===== src/sv/dpbm_pkg.sv =====
// Shared types and constants for the dual-port byte memory.
package dpbm_pkg;

  localparam int LANES  = 8;
  localparam int LANE_W = 3;
  localparam int BYTE_W = 8;
  localparam int ADDR_W = 32;
  localparam int SIZE_W = 4;
  localparam int DATA_W = LANES * BYTE_W;

  localparam logic [SIZE_W-1:0] SIZE_NONE = 4'd0;
  localparam logic [SIZE_W-1:0] SIZE_B1   = 4'd1;
  localparam logic [SIZE_W-1:0] SIZE_B2   = 4'd2;
  localparam logic [SIZE_W-1:0] SIZE_B4   = 4'd4;
  localparam logic [SIZE_W-1:0] SIZE_B8   = 4'd8;

  typedef struct packed {
    logic              read_enable;
    logic [ADDR_W-1:0] read_address;
    logic [SIZE_W-1:0] read_bytes;
    logic              write_enable;
    logic [ADDR_W-1:0] write_address;
    logic [SIZE_W-1:0] write_bytes;
    logic [DATA_W-1:0] write_value;
  } req_t;

  typedef struct packed {
    logic [DATA_W-1:0] read_value;
    logic              access_error;
  } rsp_t;

  // Per-request control carried from decode to the read alignment stage.
  // Bypass bits and data are indexed by bank, not by read lane.
  typedef struct packed {
    logic              error;
    logic [LANE_W-1:0] rd_base;
    logic [SIZE_W-1:0] rd_size;
    logic [LANES-1:0]  bypass;
    logic [DATA_W-1:0] bypass_data;
  } lane_ctl_t;

  function automatic logic size_ok(input logic [SIZE_W-1:0] sz);
    return (sz == SIZE_B1) || (sz == SIZE_B2) || (sz == SIZE_B4) || (sz == SIZE_B8);
  endfunction

endpackage


===== src/sv/dpbm_align.sv =====
// Read alignment: merges bypass bytes, rotates banks into lanes, masks unused lanes.
module dpbm_align (
  input  dpbm_pkg::lane_ctl_t          ctl,
  input  logic [dpbm_pkg::DATA_W-1:0]  bank_q,
  output dpbm_pkg::rsp_t               rsp
);

  always_comb begin
    logic [dpbm_pkg::LANE_W-1:0] b;
    logic [dpbm_pkg::BYTE_W-1:0] byte_q;
    for (int i = 0; i < dpbm_pkg::LANES; i++) begin
      b = ctl.rd_base + dpbm_pkg::LANE_W'(i);
      byte_q = ctl.bypass[b] ? ctl.bypass_data[{b, 3'b000} +: dpbm_pkg::BYTE_W]
                             : bank_q[{b, 3'b000} +: dpbm_pkg::BYTE_W];
      rsp.read_value[i*dpbm_pkg::BYTE_W +: dpbm_pkg::BYTE_W] =
        ((dpbm_pkg::SIZE_W'(i) < ctl.rd_size) && !ctl.error) ? byte_q : '0;
    end
    rsp.access_error = ctl.error;
  end

endmodule


===== config.mk =====
export PLATFORM = sky130hd
export DESIGN_NAME = dpbm_align
export DESIGN_NICKNAME = d
export VERILOG_FILES = /design/src/sv/dpbm_pkg.sv /design/src/sv/dpbm_align.sv
export SDC_FILE = /design/constraint.sdc
export NUM_CORES = 1
export LEC_CHECK = 0
export BUFFER_PORTS_ARGS = -buffer_cell sky130_fd_sc_hd__clkbuf_2
export CAP_MARGIN = 20
export CORE_MARGIN = 1
export CORE_UTILIZATION = 25
export DETAILED_ROUTE_END_ITERATION = 6
export SYNTH_ARGS = -nofsm -noshare
export SYNTH_HDL_FRONTEND = slang
export SYNTH_SLANG_ARGS = --single-unit

===== constraint.sdc =====
create_clock -name vclk -period 8.09
set_input_delay 2.427 -clock vclk [all_inputs]
set_output_delay 2.427 -clock vclk [all_outputs]
set_load 0.02 [all_outputs]

Word-level counts from Yosys, hierarchy flattened
Cells that the tools add are included.

Flip-flop bits (word level): 0. Input port bits: 144.

Add/sub/neg operators: 7. Order comparisons: 16. Shifts and indexed selects: 16. Muxes and demuxes: 32. Reduce and logical (&&, ||, !) cells: 9.

Operators with widths (number): $shiftx A64 B7 Y8 (16); $mux W8 (16); $lt A3 B4 Y1 const B (8); $bmux W1 S3 (8); $lt A3 B4 Y1 const A (4); $add A3 B3 Y3 const B (4); $logic_and A1 B1 Y1 (8); $lt A1 B4 Y1 const A (2); $lt A2 B4 Y1 const A (2); $mux W1 (8); $add A3 B2 Y3 const B (2); $add A3 B1 Y3 const B (1); $logic_not A1 Y1 (1).

Logic depth before layout (Yosys ltp)
Gate-level depths: netlist (run 1).

Depth in word-level cells: 5. Gate-level depth with buffers: 16.

Worst setup path before layout (run 1)
OpenSTA, ideal clock, no wires.

Kind: input-to-output. From: input port ctl[76] in the netlist's numbering. To: output port rsp[45] in the netlist's numbering. Arrival: 6.194 ns. Required time: 5.663 ns. Path slack: -0.531 ns. Stages on the path: 13. Buffers on the path: 6. Cell sequence: buf_2 inv_2 clkbuf_1 clkbuf_1 ha_1 buf_2 mux2i_2 mux4_2 buf_4 buf_2 a21oi_1 a31oi_1 a2111oi_0.

RTL lines: from (decl) (RTL line dpbm_align.sv:3) `input dpbm_pkg::lane_ctl_t ctl,`; to (decl) (RTL line dpbm_align.sv:5) `output dpbm_pkg::rsp_t rsp`.

==> results of run 1 <==
-- kinds of logic after synthesis --
kind of cell	after synthesis
simple gates	614
compound gates	306
mux	303
buf+inv	153
xor+xnor	4
fa+ha+maj	2
-- where the power goes --
part | internal [mW] | total [mW] | switching [mW]
registers | 0 | 0 | 0
clock network | 0 | 0 | 0
logic | 0.424 | 1.15 | 0.726
total | 0.424 | 1.15 | 0.726
-- final timing paths --
check     from      end  slack (ns)  cells past startpoint
max    ctl[77]  rsp[54]        0.28                     12
min    ctl[79]   rsp[0]        5.23                      2
-- metrics by stage --
stage          hold slack (ns)  cells   util  setup TNS [ns]  area [um^2]
2_1_floorplan             4.97   1382      -         -0.0334         9290
3_3_place_gp              5.23   1981  0.303               0        10900
3_5_place_dp              5.24   1982  0.303               0        10900
4_1_cts                   5.24   1982  0.303               0        10900
5_1_grt                   5.26   1982  0.303               0        10900
6_report                  5.23   1982  0.303               0        10900
-- cells in the final DEF (no fill, tap or decap), types with 5 or more instances in the layout --
| master | Yosys | layout |
|---|---|---|
| nand2_1 | 364 | 364 |
| mux2i_1 | 226 | 222 |
| clkbuf_2 | 0 | 209 |
| nand3_1 | 118 | 118 |
| buf_4 | 12 | 73 |
| nor2_1 | 61 | 58 |
| mux4_2 | 54 | 54 |
| o22ai_1 | 51 | 51 |
| o21ai_0 | 53 | 49 |
| a21oi_1 | 47 | 47 |
| nand4_1 | 36 | 36 |
| a31oi_1 | 36 | 36 |
| nor3_1 | 25 | 24 |
| a22oi_1 | 22 | 22 |
| a221oi_1 | 21 | 21 |
| mux2_2 | 20 | 20 |
| a32oi_1 | 20 | 20 |
| o211ai_1 | 13 | 13 |
| o221ai_1 | 11 | 11 |
| buf_12 | 1 | 5 |
-- layer usage --
| metal | GRT usage | wire length, um | up-vias |
|---|---|---|---|
| met5 | 0 | 0 | - |
| met4 | 0.122 | 2850 | 0 |
| met3 | 0.0584 | 6710 | 196 |
| met2 | 0.442 | 24100 | 1018 |
| met1 | 0.374 | 22100 | 6146 |
| li1 | - | - | 5519 |
-- worst max-delay path: stages --
cell,delay (ns)
clkbuf_2,0.09
buf_4,0.31
buf_4,0.34
mux4_2,0.39
buf_4,0.19
mux2_2,0.30
buf_4,0.27
nand2_1,0.07
nand3_1,0.09
a21oi_1,0.07
a311oi_1,0.53
clkbuf_2,0.28
-- final cells by class --
| cell class | count | area, um^2 | area share |
|---|---|---|---|
| repair buffers | 288 | 1710 | 0.157 |
| well taps | 461 | 577 | 0.0529 |
| multi-input cells | 1229 | 8600 | 0.789 |
| inverters | 4 | 15.0 | 0.00138 |
==> results.cfg, run 1 <==
[synth]
syn_inst = 1382
avgSynthCellArea_um2 = 6.67
yosysTopAreaCell = mux2i_1
yosysWarnings = 0
syn_nets = 1528
post-synth-top-count-cell = nand2_1
synth_area_leaders = mux2i_1 (25%), nand2_1 (15%), mux4_2 (13%)
netlist_area_mm2 = 0.00922
synth-xor-area-share = 0.00665
synth_top_cell_area_share = 0.245
synthAdderAreaFrac = 0.00272
yosysSeqAreaShare = 0
synth_top_family_by_area = multiplexers
synth-compound-area-share = 0.221
synthDistinctLibCells = 54
synthMuxAreaShare = 0.407
synth_commonest_cells = nand2_1 (364), mux2i_1 (226), nand3_1 (118)
yosys.area_share.simple = 0.282

[hold_path]
hold_path_class = in -> out

[power]
power_density_mw_per_mm2 = 105
p_total_mw = 1.15
power.leakage_nw = 4.75
irDropWorstVdd_mv = 0.0396

[grt]
grt_overflow = 0
grt_pass1_vias = 12200
antenna_found_initial = 0
track_usage = 0.283
grt_pass1_wl_um = 81400
grt_max_degree = 53

[placed_design]
port_buffers = 209
place.gp.congestion = 0.988
post-place-ws_ns = 0.385
dp_hpwl_um = 39700

[clock_network]
cts_resized = 0
cts_setup_buffers = 0
postCtsHoldBufs = 0

[timing]
setup_viol = 0
post-route-period-util = 0.965
grt_setup_unrepaired = no
slew_violations = 0
max_freq_ghz = 0.128
max_slew_margin = 0.308
worst-slew-pin-transition_ns = 1.03
finalWorstPathRequiredPeriod_ns = 7.81
hold_viol = 0
fin_ws_ns = 0.280

[floorplan]
fp.dieH_um = 194
boundaryPins = 209
dieArea_mm2 = 0.0376
placementRows = 69
die_width_um = 194
coreArea_mm2 = 0.0359
start_util = 0.257

[finish]
n_antenna_cell = 0
seq_cell_count = 0
drive_above_1_share = 0.256
register_area_um2 = 0
area_growth_pct = 18.2
n_fill_cell = 3936
nClkBuffers = 0
nNetsFinal = 1669

[detailed_routing]
vias = 12900
route.detailed.drc = 0
wl_per_cell_um = 28.2
routed_wl_um = 55800
drtPass1Iterations = 6
via_per_inst = 6.50
first_iter_violations = 1874
ant_nets = 0

[worst_setup_path]
criticalPathCategory = in -> out
end_kind = output pin
cp_max_fo = 21
arrival_ns = 5.38
critPathRequiredTime_ns = 5.66
start_kind = primary input

[status]
outcome = complete, no violations

[flow_run]
maxCapViolCount = 0
(Power assumes the default switching activity.)
==> run 2: changes to the inputs <==
- PLACE_DENSITY_LB_ADDON: unset -> 0.2
==> results.cfg, run 2 (synthesis gave the netlist of run 1 again) <==
[grt]
grt_pass1_wl_um = 83500
track_usage = 0.293
grt_overflow = 0
grt_max_degree = 65
grt_pass1_vias = 12000
antenna_found_initial = 0

[timing]
post-route-period-util = 0.960
grt_setup_unrepaired = no
max_freq_ghz = 0.129
slew_violations = 0
max_slew_margin = 0.171
finalWorstPathRequiredPeriod_ns = 7.77
worst-slew-pin-transition_ns = 1.24
setup_viol = 0
hold_viol = 0

[floorplan]
placementRows = 69
start_util = 0.257
die_width_um = 194
boundaryPins = 209
dieArea_mm2 = 0.0376
fp.dieH_um = 194
coreArea_mm2 = 0.0359

[detailed_routing]
vias = 12600
wl_per_cell_um = 28.9
ant_nets = 0
first_iter_violations = 1552
drtPass1Iterations = 5
via_per_inst = 6.35
route.detailed.drc = 0
routed_wl_um = 57500

[finish]
nNetsFinal = 1675
layout_commonest_cell = nand2_1
finalNonFillerCells = 1988
register_area_um2 = 0
n_antenna_cell = 0
drive_above_1_share = 0.259
mostFrequentLayoutCells = nand2_1 (364), mux2i_1 (222), clkbuf_2 (209)
n_fill_cell = 3949
seq_cell_count = 0
fin_util = 0.305
area_growth_pct = 19.0
nClkBuffers = 0

[power]
p_total_mw = 1.16
power.leakage_nw = 4.79
power_density_mw_per_mm2 = 106
irDropWorstVdd_mv = 0.0478

[placed_design]
dp_hpwl_um = 40400
port_buffers = 209
place.gp.congestion = 0.934
dp_cells = 1988

[worst_setup_path]
end_kind = output pin
arrival_ns = 5.34
cp_max_fo = 30
start_kind = primary input
criticalPathCategory = in -> out
critPathRequiredTime_ns = 5.66

[clock_network]
postCtsHoldBufs = 0
cts_resized = 0
cts_setup_buffers = 0

[status]
outcome = complete, no violations

[flow_run]
maxCapViolCount = 0

[hold_path]
hold_path_class = in -> out
run 2: final timing paths:
kind	to	from	slack, ns	cells past startpoint
max	rsp[45]	ctl[76]	0.32	10
min	rsp[0]	ctl[79]	5.24	2
run 2: layer usage:
metal  vias to the layer above  global-route usage  part of all wire
met5                         -                   0                 0
met4                         0               0.105             0.040
met3                       139              0.0435              0.10
met2                       872               0.475              0.45
met1                      6099               0.393              0.40
li1                       5513                   -                 -
run 2: layout make-up:
class	count	area [um^2]	area share
tap	461	577	0.0526
timing repair buffer	294	1770	0.162
inverter	4	15.0	0.00137
multi-input combinational	1229	8600	0.784
run 2: through the flow:
stage / area, um^2 / hold slack [ns] / setup TNS (ns) / setup slack, ns
after floorplan: 9290 / 4.97 / -0.0334 / -0.0334
after global placement: 11000 / 5.24 / 0 / 0.402
after detailed placement: 11000 / 5.25 / 0 / 0.324
after CTS: 11000 / 5.25 / 0 / 0.311
after global routing: 11000 / 5.27 / 0 / 0.156
final: 11000 / 5.24 / 0 / 0.320
run 2: worst max-delay path: stages:
cell       delay [ns]
clkbuf_2         0.10
buf_4            0.38
ha_1             0.35
xor2_4           0.24
mux4_2           0.78
mux2i_1          0.20
a21oi_1          0.18
a31oi_1          0.07
a2111oi_2        0.37
clkbuf_2         0.23
run 2: power breakdown:
part           internal [mW]  switching, mW  leakage [nW]
Combinational          0.431          0.731          4.79
Clock                      0              0             0
Sequential                 0              0             0
Total                  0.431          0.731          4.79
