File: src/sv/dpbm_pkg.sv
// Shared types and constants for the dual-port byte memory.
package dpbm_pkg;

  localparam int LANES  = 8;
  localparam int LANE_W = 3;
  localparam int BYTE_W = 8;
  localparam int ADDR_W = 32;
  localparam int SIZE_W = 4;
  localparam int DATA_W = LANES * BYTE_W;

  localparam logic [SIZE_W-1:0] SIZE_NONE = 4'd0;
  localparam logic [SIZE_W-1:0] SIZE_B1   = 4'd1;
  localparam logic [SIZE_W-1:0] SIZE_B2   = 4'd2;
  localparam logic [SIZE_W-1:0] SIZE_B4   = 4'd4;
  localparam logic [SIZE_W-1:0] SIZE_B8   = 4'd8;

  typedef struct packed {
    logic              read_enable;
    logic [ADDR_W-1:0] read_address;
    logic [SIZE_W-1:0] read_bytes;
    logic              write_enable;
    logic [ADDR_W-1:0] write_address;
    logic [SIZE_W-1:0] write_bytes;
    logic [DATA_W-1:0] write_value;
  } req_t;

  typedef struct packed {
    logic [DATA_W-1:0] read_value;
    logic              access_error;
  } rsp_t;

  // Per-request control carried from decode to the read alignment stage.
  // Bypass bits and data are indexed by bank, not by read lane.
  typedef struct packed {
    logic              error;
    logic [LANE_W-1:0] rd_base;
    logic [SIZE_W-1:0] rd_size;
    logic [LANES-1:0]  bypass;
    logic [DATA_W-1:0] bypass_data;
  } lane_ctl_t;

  function automatic logic size_ok(input logic [SIZE_W-1:0] sz);
    return (sz == SIZE_B1) || (sz == SIZE_B2) || (sz == SIZE_B4) || (sz == SIZE_B8);
  endfunction

endpackage

File: src/sv/dpbm_bank_ram.sv
// One byte-wide bank: one write port and one registered read port.
module dpbm_bank_ram #(
  parameter int DEPTH  = 128,
  parameter int ADDR_W = 7
) (
  input  logic                          clk,
  input  logic                          we,
  input  logic [ADDR_W-1:0]             waddr,
  input  logic [dpbm_pkg::BYTE_W-1:0]   wdata,
  input  logic                          re,
  input  logic [ADDR_W-1:0]             raddr,
  output logic [dpbm_pkg::BYTE_W-1:0]   rdata
);

  logic [dpbm_pkg::BYTE_W-1:0] mem [DEPTH];

  always_ff @(posedge clk) begin
    if (we) begin
      mem[waddr] <= wdata;
    end
  end

  // Reads return the contents before a same-cycle write; bypass is done outside.
  always_ff @(posedge clk) begin
    if (re) begin
      rdata <= mem[raddr];
    end
  end

endmodule

File: config.mk
export PLATFORM = sky130hd
export DESIGN_NAME = dpbm_bank_ram
export DESIGN_NICKNAME = d
export VERILOG_FILES = /design/src/sv/dpbm_pkg.sv /design/src/sv/dpbm_bank_ram.sv
export SDC_FILE = /design/constraint.sdc
export NUM_CORES = 1
export LEC_CHECK = 0
export BUFFER_PORTS_ARGS = -buffer_cell sky130_fd_sc_hd__buf_2
export CAP_MARGIN = 30
export CORE_MARGIN = 1
export CORE_UTILIZATION = 40
export CTS_BUF_LIST = sky130_fd_sc_hd__clkbuf_8 sky130_fd_sc_hd__clkbuf_16
export DETAILED_ROUTE_END_ITERATION = 7
export PLACE_DENSITY = 0.53
export SYNTH_ARGS = -nofsm -noshare
export SYNTH_HDL_FRONTEND = slang
export SYNTH_SLANG_ARGS = --single-unit
File: constraint.sdc
create_clock -name clk -period 6.8 [get_ports clk]
set_clock_uncertainty 0.2 [all_clocks]
set_input_delay 0.68 -clock clk [delete_from_list [all_inputs] [get_ports clk]]
set_output_delay 0.68 -clock clk [all_outputs]
set_load 0.01 [all_outputs]
# Yosys cells after proc, flatten, opt, wreduce, memory -nomap -nowiden
# Memory sizes are Yosys's and may differ from the RTL's. A register that Yosys moved wholly into a read port is not among the register bits.
# Index checks and enable logic that the tools add are counted.
op_classes:
  mux: 2
ops:
  columns: ["operator", "count"]
  rows:
  - ["$mux W1", 2]
word_totals:
  wordCells: 3
  mem_count: 1
  output_inout_bits: 8
  reg_bits: 0
  ramBits: 1024
mem_list:
  columns: ["memory", "words", "word_bits", "read_ports", "rd_ports_with_merged_regs", "wr", "line", "text"]
  rows:
  - ["mem", 128, 8, 1, 1, 1, "dpbm_bank_ram.sv:15", "logic [dpbm_pkg::BYTE_W-1:0] mem [DEPTH];"]

# Logic depth before layout (Yosys ltp)
# Gate-level depths: netlist (run 1).
depth:
  depth_word: 2
  ltp_mapped: 7
  ltp_nobuf: 4

# Least setup slack after synthesis (run 1)
# Ideal clock, no wire load.
synth_path:
  path_kind: "in2reg"
  from: "input raddr[0]"
  to: "register rdata[0] in the netlist's numbering, read port of mem, data pin"
  t_arrival_ns: 3.064
  setup_time_ns: 0.260
  stages: 6
  path_slack_ns: 3.277
  cell_sequence: "clkbuf_1 > buf_1 > mux4_2 > mux4_2 > mux4_2 > mux2_2"
synth_rtl:
  columns: ["item", "line", "text"]
  rows:
  - ["start, declared", "dpbm_bank_ram.sv:11", "input logic [ADDR_W-1:0] raddr,"]
  - ["end, declared", "dpbm_bank_ram.sv:12", "output logic [dpbm_pkg::BYTE_W-1:0] rdata"]

==> impl_metrics.toml, run 1 <==
[status]
run_status = "completed"

[sta]
fin_setup_tns_ps = 0
min_period_over_period = 0.562
fmax_ghz = 0.261
setup_viol = 0
timing.final.hold_violations = 0
final_max_slew_viol_count = 0
layout_setup_ws_ps = 2980
slew_headroom = 0.254
grt_setup_unrepaired = "false"
timing.hold.ws_ps = 209
tightest_slew_ps = 1120
fin_crit_ps = 3820

[worst_setup_path]
reg2regPathDepth = 4
crit_type = "primary input to flop"
cp-start-kind = "primary input"
cp.arrival_ps = 4050
cp_cell_sequence = "buf_8 -> buf_4 -> mux4_2 -> mux4_2 -> mux4_2 -> mux2_2"
rr_startpoint = "mem[69][7]$_DFFE_PP_"
critPathRequiredTime_ps = 7020
path_max_fanout = 107
worstSetupEndpointType = "flop"
regToRegSetupSlack_ps = 4000
crit_slowest_cell = "buf_8"
max_stage_delay_ps = 700
cpMostUsedCell = "mux4_2"
rr_endpoint = "rdata[7]$_DFFE_PP_"

[placed_design]
place.gp.congestion = 0.772
hpwlAfterDp_um = 59000
post-place-ws_ps = 2300
portBuffers = 32

[logic_synthesis]
syn_area_per_cell_um2 = 24.3
syn-num-nets = 1660
syn-cell-area_mm2 = 0.0397
syn_inst = 1635
synth_seq_cells = 1032
ys_types = 16
synth_seq_area_share = 0.780
ys_warn_count = 0
synthTopCellsByArea = "edfxtp_1 (78%), mux4_2 (19%), nor2_1 (1.2%)"
synth_top_area_frac = 0.780
synth_area_leader_cell = "edfxtp_1"

[floorplanning]
die_area_mm2 = 0.101
pin_count = 33
fp.dieH_um = 317
num_rows = 115
initial_utilization = 0.404
core_area_mm2 = 0.0984
die_w_um = 317

[final_layout]
area_delta_synth_final_pct = 13.4
nNetsFinal = 1779
drive_above_1_share = 0.325
final_core_util = 0.458

[global_routing]
grt_usage = 0.195
gr-total-overflow = 0
grt_max_degree = 108
antenna_found_initial = 13
grt_pass1_wl_um = 137000
grt_pass1_vias = 18200

[power]
power_frac_comb = 0.051
p_seq_frac = 0.538
power.switching_uw = 2760
p_int_uw = 10300
clkPwrFrac = 0.411
power_leakage_uw = 0.0138
ir_drop_uv = 198
design_power_total_uw = 13100
powerDensity_mw_per_mm2 = 290
swShare = 0.211

[detailed_routing]
wire_per_inst_um = 30.7
m1WireLength_um = 41200
vias = 17700
first_pass_iters = 5
met3_length_um = 5860
drt_iter0_markers = 1750
route.detailed.drc = 0
viasPerCell = 5.67
met2_length_um = 46000
wl_um = 95700
route.antenna.remaining_nets = 0
top_layer = "met5"

[clocking]
cts_tree = "done"
h-tree-depth = 3
clock-sinks = 1032
cts_buffers = 107
clock_latency_ps = 680
post-cts-setup-buffers = 0
cts_resized = 0
clk_path_buf_depth = 3
cts_hold_buf = 0
clock-root-buffer = "clkbuf_16"
cts.reportedPaths.clkPinSlew_ps = 60

[hold_path]
hp-class = "primary input to flop"
hold_end = "rdata[5]$_DFFE_PP_"
whs_path_depth = 1
hp-start = "re"

[run]
maxCapViolCount = 0
[flip-flops by register name (all words and copies together), names as in the netlist]
name	cells
mem	1024
rdata	8
[layout by cell type, fill, tap and decap left out]
master      netlist  final
clkinv_8          0      2
nor2b_1           7      7
inv_1             0     15
clkbuf_16         0    107
nand2_1          14     14
nand3_1          12     10
clkinv_1          0     25
nand2b_1          2      2
clkinv_2          0     23
buf_16            0      3
buf_4            11     58
clkinv_4          0      1
diode_2           0      3
clkinvlp_4        0      2
mux2_2            8      8
buf_6             1     12
nand4_1           3      3
nor3_2            0      6
buf_2            15     20
buf_12            0      4
nand3_2           0      2
nor2_1          122    122
edfxtp_1       1032   1032
inv_6             0      2
nor3_1            9      3
or3_1             1      1
bufinv_16         0      5
buf_8             0      2
inv_16            0      1
mux4_2          336    336
[power by group through the flow]
stage	combinational (µW)	clock, µW	sequential (µW)
2_1_floorplan	355	0	7170
4_1_cts	669	5490	7050
3_5_place_dp	668	0	7180
6_report	661	5380	7050
5_1_grt	699	5720	7040
3_3_place_gp	657	0	7180
[cell usage after synthesis]
cell type,instances
buf_1,18
buf_2,15
buf_4,11
buf_6,1
clkbuf_1,44
edfxtp_1,1032
mux2_2,8
mux4_2,336
nand2_1,14
nand2b_1,2
nand3_1,12
nand4_1,3
nor2_1,122
nor2b_1,7
nor3_1,9
or3_1,1
[routing by layer]
| layer | vias up | global-route usage |
|---|---|---|
| met3 | 141 | 0.0397 |
| met4 | 6 | 0.0572 |
| met2 | 557 | 0.307 |
| li1 | 7286 | - |
| met5 | - | 0 |
| met1 | 9697 | 0.277 |
[per-stage QoR]
step / instance area [µm²] / std cells
3_3_place_gp: 41500 / 2905
4_1_cts: 45000 / 3110
5_1_grt: 45000 / 3117
2_1_floorplan: 39700 / 1635
3_5_place_dp: 41800 / 2927
6_report: 45100 / 3118
[worst max path at each step]
stage / end / slack, ps / start
CTS: rdata[7]$_DFFE_PP_ / 3010 / raddr[2]
global placement: rdata[4]$_DFFE_PP_ / 2250 / raddr[2]
global route: rdata[7]$_DFFE_PP_ / 2950 / raddr[2]
floorplan: rdata[0]$_DFFE_PP_ / 3280 / raddr[0]
finish: rdata[4]$_DFFE_PP_ / 2980 / raddr[2]
detailed placement: rdata[7]$_DFFE_PP_ / 2300 / raddr[2]
[worst max-delay path, delay by kind of cell]
family	cells	cell delay, ps
muxes	4	1870
buffers and inverters	2	1300
[kinds of logic (layout without fill, tap and decap cells)]
family        after synthesis  after routing  share of synthesized area
flops                    1032           1032                      0.780
mux                       344            344                      0.193
simple gates              170            170                     0.0175
buf+inv                    89            282                     0.0101
other cells                 0              3                          0
[cell type report]
cell class                      instances  area [µm²]
Multi-Input combinational cell        514        8390
Clock inverter                         76         509
Fill cell                            8182       53400
Sequential cell                      1032       31000
Clock buffer                          107        2680
Tap cell                             1287        1610
Antenna cell                            3        7.51
Timing Repair Buffer                   99         863
(Power assumes the default switching activity.)
==> inputs of run 2 (changes only) <==
- PLACE_DENSITY: 0.53 -> 0.55
- clock period: 6.8 -> 3.35 ns (I/O delays scaled with it)
==> run 2 against run 1 <==
Flip-flop and latch count did not move. Setup slack got worse by 2400 ps. Utilization rose by 1.3 points. Sequential share of layout area fell by 2.0 points. Worst hold slack got worse by 200 ps. Global-route usage fell by 0.38 points. Non-clock buffer count rose by 120. Clock power rose by 110%. Count of clock-buffer cells in the layout rose by 1. Critical path type is now flop to flop. Critical endpoint is now rdata[5]$_DFFE_PP_.
==> impl_metrics.toml, run 2 (synthesis results as in run 1) <==
[final_layout]
nNetsFinal = 1898
final_core_util = 0.471
final_cell_mix = "edfxtp_1 (1032), mux4_2 (336), buf_4 (157)"
nFillCells = 8018
max_flop_register = "mem"
area_delta_synth_final_pct = 16.7
largest_reg_flops = 1024
reg.largest.list = "mem x1024, rdata x8"
layout_commonest_cell = "edfxtp_1"
drive_above_1_share = 0.360

[sta]
fin_crit_ps = 2810
timing.final.hold_violations = 0
fmax_ghz = 0.355
final_max_slew_viol_count = 0
min_period_over_period = 0.840
tightest_slew_ps = 946
fin_setup_tns_ps = 0
grt_setup_unrepaired = "false"
slew_headroom = 0.367
setup_viol = 0

[detailed_routing]
wl_um = 94700
viasPerCell = 5.56
vias = 18000
first_pass_iters = 6
drt_iter0_markers = 1683
route.antenna.remaining_nets = 0
route.detailed.drc = 0
wire_per_inst_um = 29.2

[worst_setup_path]
max_stage_delay_ps = 580
crit_type = "flop to flop"
critPathRequiredTime_ps = 3550
reg2regPathDepth = 4
regToRegSetupSlack_ps = 540
rr_endpoint = "rdata[5]$_DFFE_PP_"
cp.arrival_ps = 3010
crit_slowest_cell = "mux4_2"
rr_startpoint = "mem[95][5]$_DFFE_PP_"
cpMostUsedCell = "mux4_2"
cp-start-kind = "flop"
path_max_fanout = 1
cp_cell_sequence = "mux4_2 -> mux4_2 -> mux4_2 -> mux2_2"
worstSetupEndpointType = "flop"

[clocking]
clock_latency_ps = 680
cts_resized = 0
cts_buffers = 106
h-tree-depth = 3
clk_path_buf_depth = 3
clock-sinks = 1032
cts_tree = "done"
cts.reportedPaths.clkPinSlew_ps = 60
clock-root-buffer = "clkbuf_16"

[power]
ir_drop_uv = 495
power.switching_uw = 5680
p_seq_frac = 0.528
swShare = 0.210
p_int_uw = 21400
power_leakage_uw = 0.0146
power_frac_comb = 0.053
clkPwrFrac = 0.419
powerDensity_mw_per_mm2 = 584

[floorplanning]
initial_utilization = 0.404
core_area_mm2 = 0.0984
fp.dieH_um = 317
die_w_um = 317
pin_count = 33
num_rows = 115
die_area_mm2 = 0.101

[hold_path]
whs_path_depth = 1
hold_end = "mem[94][4]$_DFFE_PP_"
hp-class = "primary input to flop"
hp-start = "wdata[4]"

[placed_design]
portBuffers = 32
hpwlAfterDp_um = 59900
place.gp.congestion = 0.796

[global_routing]
antenna_found_initial = 8
gr-total-overflow = 0
grt_usage = 0.191
grt_pass1_vias = 18600
grt_max_degree = 97
grt_pass1_wl_um = 136000

[run]
maxCapViolCount = 0

[status]
run_status = "completed"
-- run 2: cell types whose count changed in the layout (fill, tap and decap cells not counted), moves of 6 or more --
cell,before,now
inv_1,15,27
buf_6,12,0
buf_12,4,34
buf_4,58,157
nor3_2,6,0
clkinv_1,25,18
nor3_1,3,9
-- run 2: layout make-up --
| class | instances | area, µm² | area share |
|---|---|---|---|
| Clock inverter | 82 | 633 | 0.0137 |
| Multi-Input combinational cell | 514 | 8360 | 0.180 |
| Clock buffer | 108 | 2700 | 0.0583 |
| Sequential cell | 1032 | 31000 | 0.668 |
| Tap cell | 1287 | 1610 | 0.0347 |
| Antenna cell | 3 | 7.51 | 0.000162 |
| Timing Repair Buffer | 219 | 2070 | 0.0446 |
-- run 2: worst max path at each step --
| stage | start | to | depth (start not counted) | slack (ps) |
|---|---|---|---|---|
| 6_report | mem[95][5]$_DFFE_PP_ | rdata[5]$_DFFE_PP_ | 4 | 540 |
| 5_1_grt | mem[95][5]$_DFFE_PP_ | rdata[5]$_DFFE_PP_ | 4 | 500 |
| 4_1_cts | mem[95][5]$_DFFE_PP_ | rdata[5]$_DFFE_PP_ | 4 | 510 |
| 3_5_place_dp | raddr[0] | rdata[6]$_DFFE_PP_ | 7 | -80 |
| 3_3_place_gp | raddr[0] | rdata[3]$_DFFE_PP_ | 7 | -80 |
| 2_1_floorplan | raddr[0] | rdata[0]$_DFFE_PP_ | 6 | 170 |
-- run 2: metrics by stage --
stage	total power, µW	std cells	setup WS [ps]	area [µm²]	hold WS, ps
finish	27100	3245	537	46400	10.9
global route	27800	3244	501	46400	48.6
CTS	27300	3242	514	46400	19.6
detailed placement	16000	3047	-82.3	43000	550
global placement	16000	3046	-82.3	42900	561
floorplan	15300	1635	172	39700	234
-- run 2: layer usage --
| metal | global-route usage | vias to the layer above | wire length [µm] |
|---|---|---|---|
| met5 | 0 | - | 22 |
| met4 | 0.0492 | 4 | 2130 |
| met3 | 0.0376 | 133 | 5090 |
| met2 | 0.316 | 507 | 47300 |
| met1 | 0.262 | 9860 | 40200 |
| li1 | - | 7526 | - |
-- run 2: power by group through the flow --
stage | clock (µW) | combinational, µW | sequential, µW
3_3_place_gp | 0 | 1440 | 14600
4_1_cts | 11600 | 1460 | 14300
6_report | 11300 | 1430 | 14300
5_1_grt | 12000 | 1510 | 14300
2_1_floorplan | 0 | 721 | 14600
3_5_place_dp | 0 | 1460 | 14600
-- run 2: repair_timing --
| action | CTS | global route |
|---|---|---|
| setup buffers | 0 | 0 |
| endpoints found under the hold margin | 72 | 0 |
| hold buffers | 5 | 0 |
| setup endpoints to repair | 0 | 0 |
-- run 2: critical path: cells and delay by family, from the launching register on --
family | cells | cell delay [ps]
DFF | 1 | 360
muxes | 4 | 1970
