`src/sv/dpbm_pkg.sv`:
```
// Shared types and constants for the dual-port byte memory.
package dpbm_pkg;

  localparam int LANES  = 8;
  localparam int LANE_W = 3;
  localparam int BYTE_W = 8;
  localparam int ADDR_W = 32;
  localparam int SIZE_W = 4;
  localparam int DATA_W = LANES * BYTE_W;

  localparam logic [SIZE_W-1:0] SIZE_NONE = 4'd0;
  localparam logic [SIZE_W-1:0] SIZE_B1   = 4'd1;
  localparam logic [SIZE_W-1:0] SIZE_B2   = 4'd2;
  localparam logic [SIZE_W-1:0] SIZE_B4   = 4'd4;
  localparam logic [SIZE_W-1:0] SIZE_B8   = 4'd8;

  typedef struct packed {
    logic              read_enable;
    logic [ADDR_W-1:0] read_address;
    logic [SIZE_W-1:0] read_bytes;
    logic              write_enable;
    logic [ADDR_W-1:0] write_address;
    logic [SIZE_W-1:0] write_bytes;
    logic [DATA_W-1:0] write_value;
  } req_t;

  typedef struct packed {
    logic [DATA_W-1:0] read_value;
    logic              access_error;
  } rsp_t;

  // Per-request control carried from decode to the read alignment stage.
  // Bypass bits and data are indexed by bank, not by read lane.
  typedef struct packed {
    logic              error;
    logic [LANE_W-1:0] rd_base;
    logic [SIZE_W-1:0] rd_size;
    logic [LANES-1:0]  bypass;
    logic [DATA_W-1:0] bypass_data;
  } lane_ctl_t;

  function automatic logic size_ok(input logic [SIZE_W-1:0] sz);
    return (sz == SIZE_B1) || (sz == SIZE_B2) || (sz == SIZE_B4) || (sz == SIZE_B8);
  endfunction

endpackage

```
`src/sv/dpbm_decode.sv`:
```
// Request decode: checks, per-bank rows, write enables and bypass detection.
module dpbm_decode #(
  parameter int MEM_BYTES = 1024,
  parameter int ROW_W     = 7
) (
  input  dpbm_pkg::req_t             req,
  output logic [ROW_W-1:0]           rd_row [dpbm_pkg::LANES],
  output logic [ROW_W-1:0]           wr_row [dpbm_pkg::LANES],
  output logic [dpbm_pkg::LANES-1:0] wr_en,
  output dpbm_pkg::lane_ctl_t        ctl
);

  logic [dpbm_pkg::SIZE_W-1:0] rsz;
  logic [dpbm_pkg::SIZE_W-1:0] wsz;
  logic [dpbm_pkg::ADDR_W:0]   rend;
  logic [dpbm_pkg::ADDR_W:0]   wend;
  logic                        rspan_ok;
  logic                        wspan_ok;
  logic                        err;
  logic [dpbm_pkg::LANE_W-1:0] ra3;
  logic [dpbm_pkg::LANE_W-1:0] wa3;
  logic [ROW_W-1:0]            rbase;
  logic [ROW_W-1:0]            wbase;
  logic [dpbm_pkg::LANES-1:0]  rd_used;

  // A disabled port behaves as a port of size zero.
  assign rsz = req.read_enable  ? req.read_bytes  : dpbm_pkg::SIZE_NONE;
  assign wsz = req.write_enable ? req.write_bytes : dpbm_pkg::SIZE_NONE;

  assign rend = {1'b0, req.read_address}  + (dpbm_pkg::ADDR_W + 1)'(rsz);
  assign wend = {1'b0, req.write_address} + (dpbm_pkg::ADDR_W + 1)'(wsz);

  assign rspan_ok = (rsz == dpbm_pkg::SIZE_NONE) ||
                    (rend <= (dpbm_pkg::ADDR_W + 1)'(MEM_BYTES));
  assign wspan_ok = (wsz == dpbm_pkg::SIZE_NONE) ||
                    (wend <= (dpbm_pkg::ADDR_W + 1)'(MEM_BYTES));

  assign err = ((rsz != dpbm_pkg::SIZE_NONE) && !dpbm_pkg::size_ok(rsz)) ||
               ((wsz != dpbm_pkg::SIZE_NONE) && !dpbm_pkg::size_ok(wsz)) ||
               !rspan_ok || !wspan_ok;

  assign ra3   = req.read_address[dpbm_pkg::LANE_W-1:0];
  assign wa3   = req.write_address[dpbm_pkg::LANE_W-1:0];
  assign rbase = req.read_address[ROW_W+dpbm_pkg::LANE_W-1:dpbm_pkg::LANE_W];
  assign wbase = req.write_address[ROW_W+dpbm_pkg::LANE_W-1:dpbm_pkg::LANE_W];

  // Bank b holds the bytes whose address is b modulo eight. An access of up to
  // eight bytes touches each bank at most once; banks below the start offset
  // wrap into the next row.
  always_comb begin
    logic [dpbm_pkg::LANE_W-1:0] rl;
    logic [dpbm_pkg::LANE_W-1:0] wl;
    for (int b = 0; b < dpbm_pkg::LANES; b++) begin
      rl = dpbm_pkg::LANE_W'(b) - ra3;
      wl = dpbm_pkg::LANE_W'(b) - wa3;
      rd_row[b]  = rbase + ROW_W'(dpbm_pkg::LANE_W'(b) < ra3);
      wr_row[b]  = wbase + ROW_W'(dpbm_pkg::LANE_W'(b) < wa3);
      rd_used[b] = {1'b0, rl} < rsz;
      wr_en[b]   = ({1'b0, wl} < wsz) && !err;
      ctl.bypass_data[b*dpbm_pkg::BYTE_W +: dpbm_pkg::BYTE_W] =
        req.write_value[{wl, 3'b000} +: dpbm_pkg::BYTE_W];
      ctl.bypass[b] = rd_used[b] && wr_en[b] && (rd_row[b] == wr_row[b]);
    end
    ctl.error   = err;
    ctl.rd_base = ra3;
    ctl.rd_size = rsz;
  end

endmodule

```
`config.mk`:
```
export PLATFORM = sky130hd
export DESIGN_NAME = dpbm_decode
export DESIGN_NICKNAME = d
export VERILOG_FILES = /design/src/sv/dpbm_pkg.sv /design/src/sv/dpbm_decode.sv
export SDC_FILE = /design/constraint.sdc
export NUM_CORES = 1
export LEC_CHECK = 0
export ABC_AREA = 1
export BUFFER_PORTS_ARGS = -buffer_cell sky130_fd_sc_hd__buf_2
export CAP_MARGIN = 5
export CORE_ASPECT_RATIO = 1.5
export CORE_MARGIN = 1
export CORE_UTILIZATION = 35
export DETAILED_ROUTE_END_ITERATION = 6
export MAX_ROUTING_LAYER = met4
export PLACE_DENSITY = 0.67
export SYNTH_ARGS = -nofsm -noshare
export SYNTH_HDL_FRONTEND = slang
export SYNTH_SLANG_ARGS = --single-unit
export TNS_END_PERCENT = 10
```
`constraint.sdc`:
```
create_clock -name vclk -period 6.09
set_clock_uncertainty 0.1 [all_clocks]
set_input_delay 1.218 -clock vclk [all_inputs]
set_output_delay 1.218 -clock vclk [all_outputs]
set_load 0.02 [all_outputs]
```
## After elaboration in Yosys (flattened, before gate mapping)

Cells that the tools add are included.

- Register bits: 0
- Output and inout bits: 200
- Word-level logic and storage cells: 140

- Add/subtract/negate cells: 34
- Magnitude comparators: 34
- Equality and inequality tests: 16
- Shifts and indexed selects: 8
- Muxes and demuxes: 2
- Reduce and logical (&&, ||, !) cells: 46

Operators by type and width:

| operator | number |
|---|---|
| 64-bit by 7-bit indexed part select with 8-bit output | 8 |
| 7-bit by 1-bit adder with 7-bit output | 16 |
| 32-bit by 4-bit adder with 33-bit output | 2 |
| 33-bit by 11-bit less-or-equal comparator with 1-bit output (second input constant) | 2 |
| 3-bit by 4-bit < comparator with 1-bit output | 16 |
| 7-bit equality test | 8 |
| 1-bit logical AND | 26 |
| 3-bit < comparator (first input constant) | 8 |
| 3-bit subtractor (first input constant) | 8 |
| 1-bit by 3-bit < comparator with 1-bit output (first input constant) | 4 |
| 2-bit by 3-bit < comparator with 1-bit output (first input constant) | 4 |
| 1-bit by 3-bit subtractor with 3-bit output (first input constant) | 4 |
| 2-bit by 3-bit subtractor with 3-bit output (first input constant) | 4 |
| 1-bit logical OR | 11 |
| 4-bit by 1-bit equality test with 1-bit output (second input constant) | 2 |
| 4-bit by 2-bit equality test with 1-bit output (second input constant) | 2 |
| 4-bit by 3-bit equality test with 1-bit output (second input constant) | 2 |
| 4-bit equality test (second input constant) | 2 |
| 4-bit zero test | 2 |
| 4-bit two-way mux | 2 |
| 4-bit nonzero test | 2 |
| 1-bit zero test | 5 |

## Longest topological paths before layout

Gate-level depths: netlist (run 1).

- Word-level depth: 14
- Mapped depth: 23
- Mapped depth without buffers: 21

## Least setup slack after synthesis (run 1)

No wires, ideal clock.

- Kind: input port to output port
- From: in req[70] (netlist bit)
- To: out ctl[65] (netlist bit)
- Arrival time: 3952 ps
- Path slack: 820 ps
- Cell stages on the path: 14
- Path through: clkbuf_1 inv_1 buf_1 ha_1 inv_1 ha_1 ha_1 xor2_1 xor2_1 nor3_1 nand3_1 a221oi_1 o311ai_0 nor2_2

RTL lines:

| element | line | RTL |
|---|---|---|
| start: declaration | dpbm_decode.sv:6 | `input dpbm_pkg::req_t req,` |
| end: declaration | dpbm_decode.sv:10 | `output dpbm_pkg::lane_ctl_t ctl` |

==> results.py, run 1 <==
metrics = {
    "global_routing": {
        "grt_usage_pct": 31.9,
        "grt_pass1_wl_mm": 58.7,
        "grt_pass1_vias": 10740,
        "grt_max_degree": 67,
        "grt_antenna_before_repair": 2,
        "grt_overflow_total": 0,
    },
    "synth": {
        "yosysWarnings": 0,
        "syn-num-nets": 1887,
        "yosysMostFrequentCell": "nand2_1",
        "synth_top_area_cell": "nand2_1",
        "syn_area_per_cell_um2": 4.97,
        "yosysSeqAreaShare_pct": 0,
        "synth_area_leaders": "nand2_1 29%, ha_1 9.9%, o21ai_0 9.9%",
        "ys_types": 45,
        "synthDominantCellAreaShare_pct": 28.9,
        "netlist_area_mm2": 0.00835,
        "syn_inst": 1680,
        "synth_common_cells": "643 x nand2_1, 209 x inv_1, 165 x o21ai_0, 147 x nor2_1, 126 x nand3_1",
    },
    "cells_and_area": {
        "n_fill_cell": 2666,
        "area_growth_pct": 22.1,
        "stdcell_area_mm2": 0.0102,
        "drive_above_1_share_pct": 21.1,
        "nClkBuffers": 0,
        "seq_cells": 0,
        "finalNetCount": 2175,
        "multi_input_area_mm2": 0.00713,
        "seq_area_um2": 0,
    },
    "timing": {
        "setup_viol": 0,
        "finalMaxSlewViolations": 0,
        "whs_ps": 2620,
        "relSlewSlack_pct": 57.1,
        "finalCriticalPeriod_ps": 5860,
        "finalCritPeriodShare_pct": 96.2,
        "fin_setup_tns_ps": 0,
        "fmax_mhz": 171,
        "finalHoldViolations": 0,
        "worstMarginPinSlew_ps": 628,
        "rsz0062_at_grt": "false",
    },
    "floorplan": {
        "die_width_um": 128,
        "top_level_ports": 338,
        "coreArea_mm2": 0.0232,
        "die_area_mm2": 0.0245,
        "rows": 68,
        "start_util_pct": 35.9,
        "dieHeight_um": 191,
    },
    "placement": {
        "finalWeightedCongestion": 1.08,
        "placed_cell_area_mm2": 0.0102,
        "dp_hpwl_mm": 34.0,
        "io_buffers": 338,
    },
    "clocking": {
        "holdBufCountCts": 0,
        "cts_setup_buffers": 0,
        "cts-resized-gates": 0,
    },
    "drt": {
        "dr.pass1.iters": 6,
        "viasPerCell": 5.24,
        "antenna_left": 0,
        "routed_wirelength_mm": 39.4,
        "avgRoutedWirePerCell_um": 17.3,
        "via_count": 11961,
        "remaining_drc_errors": 0,
        "drtIter0Drc": 828,
    },
    "critical_path": {
        "crit_slowest_cell": "a221oi_1",
        "crit_chain": "buf_2 -> inv_1 -> ha_1 -> inv_1 -> ha_1 -> ha_1 -> nand2_1 -> inv_1 -> nor2_1 -> xor2_1 -> nor3_1 -> nand3_1 -> a221oi_1 -> o311ai_0 -> buf_4 -> nor2_2 -> buf_2",
        "crit_fanout": 10,
        "startpoint_type": "primary input",
        "cp_top_family": "buffers and inverters",
        "crit_arrival_ps": 4540,
        "critPathKind": "in -> out",
        "path_buf_inv": 6,
        "required_ps": 4770,
        "slowest_delay_ps": 500,
        "end_kind": "primary output",
    },
    "power": {
        "vdd_drop_max_v": 0.0000591,
        "cellLeakagePower_nw": 5.89,
        "pwr_density_cell_mw_per_mm2": 97.1,
    },
    "hold_path": {
        "hp-class": "in -> out",
    },
    "run": {
        "maxCapViolCount": 0,
    },
    "outcome": {
        "status": "finished clean",
    },
}
## cell families after synthesis
group	Yosys count	synth area share (%)
and+or+nand+nor	1026	52.6
buffers and inverters	293	14.6
AOI/OAI and AO/OA	207	13.3
xor gates and xnor gates	85	8.92
adders and majority gates	69	10.6
## cell usage in the layout (no fill, tap or decap), types with 4 or more instances in the layout
cell,instances
nand2_2,16
nor2_1,147
nor2_2,15
clkinv_1,9
nor3_1,13
o211ai_1,4
nand3b_1,14
o21ai_0,165
xor2_1,70
nand3_2,9
inv_1,209
nand2_1,643
buf_2,338
nand4_1,23
nand2_4,4
buf_4,17
a21oi_1,17
or2_2,4
ha_1,66
xnor2_1,15
inv_2,5
nand3_1,126
## final cells by class
type / count / share of cell area [%]
Tap cell: 315 / 3.87
Timing Repair Buffer: 355 / 17.9
Inverter: 224 / 8.30
Antenna cell: 2 / 0.0491
Multi-Input combinational cell: 1387 / 69.9
## through the flow
step / utilization (%) / worst slack [ps] / instances / total power [mW]
6_report: 43.9 / 232 / 2283 / 0.989
5_1_grt: 43.9 / 103 / 2283 / 1.08
4_1_cts: 43.9 / 331 / 2281 / 0.981
3_5_place_dp: 43.9 / 350 / 2281 / 0.977
3_3_place_gp: 43.9 / 340 / 2281 / 0.973
2_1_floorplan: - / 820 / 1680 / 0.628
## final timing paths
path,slack [ps],to,cells past startpoint,start
max,230,ctl[65],17,req[107]
min,2620,ctl[76],2,req[105]
## power by group
group | switching (mW) | total (mW) | internal [mW]
registers | 0 | 0 | 0
clock network | 0 | 0.0000000440 | 0.0000000440
logic | 0.687 | 0.989 | 0.302
total | 0.687 | 0.989 | 0.302
## layer usage
layer  GRT usage [%]  up-vias  share of wire, %
met5               -        -                 0
met4            18.4        0               6.9
met3            3.08      141               7.1
met2            55.3      599                48
met1            35.4     5362                38
li1                -     5859                 -
Power figures use the tool's default switching activity.
==> run 2: changes to the inputs <==
BUFFER_PORTS_ARGS = -buffer_cell sky130_fd_sc_hd__buf_4   (was -buffer_cell sky130_fd_sc_hd__buf_2)
==> run 2 against run 1 <==
Effect of this change: hold slack lost 45 ps; critical path depth shrank 2; critical endpoint unchanged; power grew 11%; critical path type unchanged; routed wire length grew 4.8%.
==> results.py, run 2 (synthesis results as in run 1) <==
metrics = {
    "outcome": {
        "status": "finished clean",
    },
    "global_routing": {
        "grt_pass1_wl_mm": 61.5,
        "grt_overflow_total": 0,
        "grt_antenna_before_repair": 0,
        "grt_pass1_vias": 11097,
        "grt_usage_pct": 33.5,
        "grt_max_degree": 67,
    },
    "critical_path": {
        "required_ps": 4770,
        "crit_fanout": 25,
        "crit_arrival_ps": 4600,
        "startpoint_type": "primary input",
        "critPathKind": "in -> out",
        "cp-startpoint": "req[70]",
        "end_kind": "primary output",
    },
    "drt": {
        "via_count": 11962,
        "routed_wirelength_mm": 41.3,
        "dr.pass1.iters": 6,
        "viasPerCell": 5.26,
        "remaining_drc_errors": 0,
        "antenna_left": 0,
        "drtIter0Drc": 1051,
        "avgRoutedWirePerCell_um": 18.1,
    },
    "floorplan": {
        "dieHeight_um": 191,
        "die_area_mm2": 0.0245,
        "top_level_ports": 338,
        "die_width_um": 128,
        "rows": 68,
        "coreArea_mm2": 0.0232,
        "start_util_pct": 35.9,
    },
    "timing": {
        "finalHoldViolations": 0,
        "finalMaxSlewViolations": 0,
        "worstMarginPinSlew_ps": 651,
        "setup_viol": 0,
        "finalCritPeriodShare_pct": 97.2,
        "relSlewSlack_pct": 56.3,
        "finalCriticalPeriod_ps": 5920,
        "rsz0062_at_grt": "false",
        "fin_setup_tns_ps": 0,
        "fmax_mhz": 169,
    },
    "cells_and_area": {
        "stdcell_area_mm2": 0.0110,
        "antenna_cells": 0,
        "nClkBuffers": 0,
        "area_growth_pct": 31.7,
        "finalNetCount": 2170,
        "final_common_cell": "nand2_1",
        "seq_area_um2": 0,
        "mostFrequentLayoutCells": "643 x nand2_1, 350 x buf_4, 209 x inv_1",
        "seq_cells": 0,
        "n_fill_cell": 2587,
        "multi_input_area_mm2": 0.00713,
        "drive_above_1_share_pct": 20.9,
    },
    "clocking": {
        "cts-resized-gates": 0,
        "cts_setup_buffers": 0,
        "holdBufCountCts": 0,
    },
    "power": {
        "power.switching_uw": 705,
        "p_comb_share_pct": 100.0,
        "cellLeakagePower_nw": 6.13,
        "p_int_uw": 395,
        "clkPwrFrac_pct": 0,
        "sw_frac_of_total_pct": 64.1,
        "seqPwrFrac_pct": 0,
        "vdd_drop_max_v": 0.0000564,
        "power_mw": 1.10,
        "pwr_density_cell_mw_per_mm2": 100,
    },
    "run": {
        "maxCapViolCount": 0,
    },
    "placement": {
        "io_buffers": 338,
        "dp_hpwl_mm": 35.1,
        "placed_cell_area_mm2": 0.0110,
        "finalWeightedCongestion": 1.05,
    },
    "hold_path": {
        "hold_path.startpoint": "req[105]",
        "hp-class": "in -> out",
    },
}
-- run 2: layout make-up --
type,instances,share of cell area (%)
inverter,224,7.69
tap,315,3.58
timing repair buffer,350,23.9
multi-input combinational,1387,64.8
-- run 2: routing by layer --
layer | track usage, % | wire length, um | part of all wire [%]
met2 | 59.2 | 20400 | 49
met4 | 17.1 | 2550 | 6.2
met5 | - | 0 | 0
met3 | 4.39 | 2900 | 7.0
met1 | 36.4 | 15500 | 37
-- run 2: worst max-delay path, stage by stage --
cell and delay, ps:
buf_4 210, inv_1 450, ha_1 330, inv_1 80
ha_1 220, ha_1 220, xor2_1 260, xor2_1 100
nor3_1 140, nand3_1 100, a221oi_1 480, o311ai_0 300
buf_4 230, nor2_2 100, buf_4 140
-- run 2: worst paths after layout --
check,to,slack [ps],cells past startpoint
worst min-delay path,ctl[76],2580,2
worst max-delay path,ctl[65],170,15
-- run 2: power groups by stage --
stage | clock (mW) | sequential, mW | combinational (mW)
2_1_floorplan | 0 | 0 | 0.628
3_3_place_gp | 0 | 0 | 1.08
3_5_place_dp | 0 | 0 | 1.09
4_1_cts | 0 | 0 | 1.09
5_1_grt | 0 | 0 | 1.18
6_report | 0 | 0 | 1.10
-- run 2: per-stage QoR --
stage | cells | setup WS [ps] | utilization [%] | hold slack [ps]
floorplan | 1680 | 820 | - | 2450
global placement | 2276 | 265 | 47.3 | 2580
detailed placement | 2276 | 273 | 47.3 | 2580
CTS | 2276 | 283 | 47.3 | 2580
global route | 2276 | 43.0 | 47.3 | 2590
finish | 2276 | 171 | 47.3 | 2580
==> run 3: changes to the inputs <==
CORE_MARGIN = 5   (was 1)
==> run 3 against run 2 <==
Effect of this change: sequential share of layout area did not move; design area rose by 0.25%; utilization fell by 0.57 points; non-clock buffer count rose by 3; power rose by 0.36%; via count fell by 0.73%; critical path type unchanged; highest routed layer unchanged.
==> results.py, run 3 (synthesis results as in run 1) <==
metrics = {
    "critical_path": {
        "path_buf_inv": 6,
        "end_kind": "primary output",
        "crit_arrival_ps": 4470,
        "cp_top_family": "buffers and inverters",
        "crit_slowest_cell": "a221oi_1",
        "required_ps": 4770,
        "crit_fanout": 25,
        "startpoint_type": "primary input",
        "slowest_delay_ps": 440,
        "crit_chain": "buf_4 -> inv_1 -> ha_1 -> inv_1 -> ha_1 -> ha_1 -> inv_1 -> nor2_1 -> xor2_1 -> xnor2_1 -> a221oi_1 -> o311ai_0 -> buf_4 -> nor2_2 -> buf_4",
        "critPathKind": "in -> out",
    },
    "floorplan": {
        "top_level_ports": 338,
        "rows": 69,
        "start_util_pct": 35.4,
        "coreArea_mm2": 0.0236,
        "die_area_mm2": 0.0271,
        "die_width_um": 136,
        "dieHeight_um": 199,
    },
    "timing": {
        "finalCritPeriodShare_pct": 95.0,
        "worstMarginPinSlew_ps": 679,
        "relSlewSlack_pct": 54.7,
        "rsz0062_at_grt": "false",
        "fmax_mhz": 173,
        "finalHoldViolations": 0,
        "finalMaxSlewViolations": 0,
        "setup_viol": 0,
        "fin_setup_tns_ps": 0,
        "finalCriticalPeriod_ps": 5790,
    },
    "power": {
        "cellLeakagePower_nw": 6.15,
        "pwr_density_cell_mw_per_mm2": 100,
        "vdd_drop_max_v": 0.0000521,
    },
    "cells_and_area": {
        "seq_area_um2": 0,
        "nClkBuffers": 0,
        "multi_input_area_mm2": 0.00713,
        "antenna_cells": 0,
        "finalNetCount": 2173,
        "area_growth_pct": 32.1,
        "mostFrequentLayoutCells": "643 x nand2_1, 353 x buf_4, 209 x inv_1",
        "stdcell_area_mm2": 0.0110,
        "seq_cells": 0,
        "final_common_cell": "nand2_1",
        "drive_above_1_share_pct": 21.0,
        "n_fill_cell": 2684,
    },
    "global_routing": {
        "grt_max_degree": 67,
        "grt_antenna_before_repair": 0,
        "grt_overflow_total": 0,
        "grt_usage_pct": 30.9,
        "grt_pass1_vias": 11134,
        "grt_pass1_wl_mm": 63.6,
    },
    "clocking": {
        "cts_setup_buffers": 0,
        "holdBufCountCts": 0,
        "cts-resized-gates": 0,
    },
    "drt": {
        "via_count": 11875,
        "dr.pass1.iters": 5,
        "routed_wirelength_mm": 43.2,
        "remaining_drc_errors": 0,
        "drtIter0Drc": 894,
        "avgRoutedWirePerCell_um": 18.9,
        "viasPerCell": 5.20,
        "antenna_left": 0,
    },
    "placement": {
        "finalWeightedCongestion": 1.02,
        "placed_cell_area_mm2": 0.0110,
        "io_buffers": 338,
        "dp_hpwl_mm": 36.8,
    },
    "hold_path": {
        "hold_path.startpoint": "req[105]",
        "hp-class": "in -> out",
        "hold_depth": 2,
        "min_to": "ctl[76]",
    },
    "run": {
        "maxCapViolCount": 0,
    },
    "outcome": {
        "status": "finished clean",
    },
}
run 3: final cells by class:
type               instances  area share (%)
inverters                224            7.67
multi-input cells       1387            64.7
well taps                319            3.62
repair buffers           353            24.0
run 3: where the power goes:
part           internal [mW]  switching, mW
combinational          0.396          0.708
clock                      0              0
sequential                 0              0
run 3: routing by layer:
layer	part of all wire [%]	wire, um	global-route usage [%]	vias to the layer above
met5	0	0	-	-
met4	6.0	2580	15.1	0
met3	6.9	2960	3.58	115
met2	50	21500	54.0	547
met1	37	16200	34.7	5361
li1	-	-	-	5852
run 3: worst max path at each step:
| stage | cells after the start | slack (ps) | to | start |
|---|---|---|---|---|
| 6_report | 15 | 300 | ctl[65] | req[70] |
| 3_5_place_dp | 15 | 350 | ctl[65] | req[70] |
| 2_1_floorplan | 14 | 820 | ctl[65] | req[70] |
| 3_3_place_gp | 15 | 360 | ctl[65] | req[70] |
| 5_1_grt | 21 | 140 | ctl[67] | req[100] |
| 4_1_cts | 15 | 330 | ctl[65] | req[70] |
run 3: through the flow:
stage               hold WS, ps  instances  worst slack, ps  util (%)  power (mW)
floorplan                  2450       1680              820         -       0.628
global placement           2590       2283              365      46.8        1.09
detailed placement         2590       2283              347      46.8        1.09
CTS                        2590       2283              332      46.8        1.10
global route               2590       2283              139      46.8        1.19
finish                     2580       2283              304      46.8        1.10
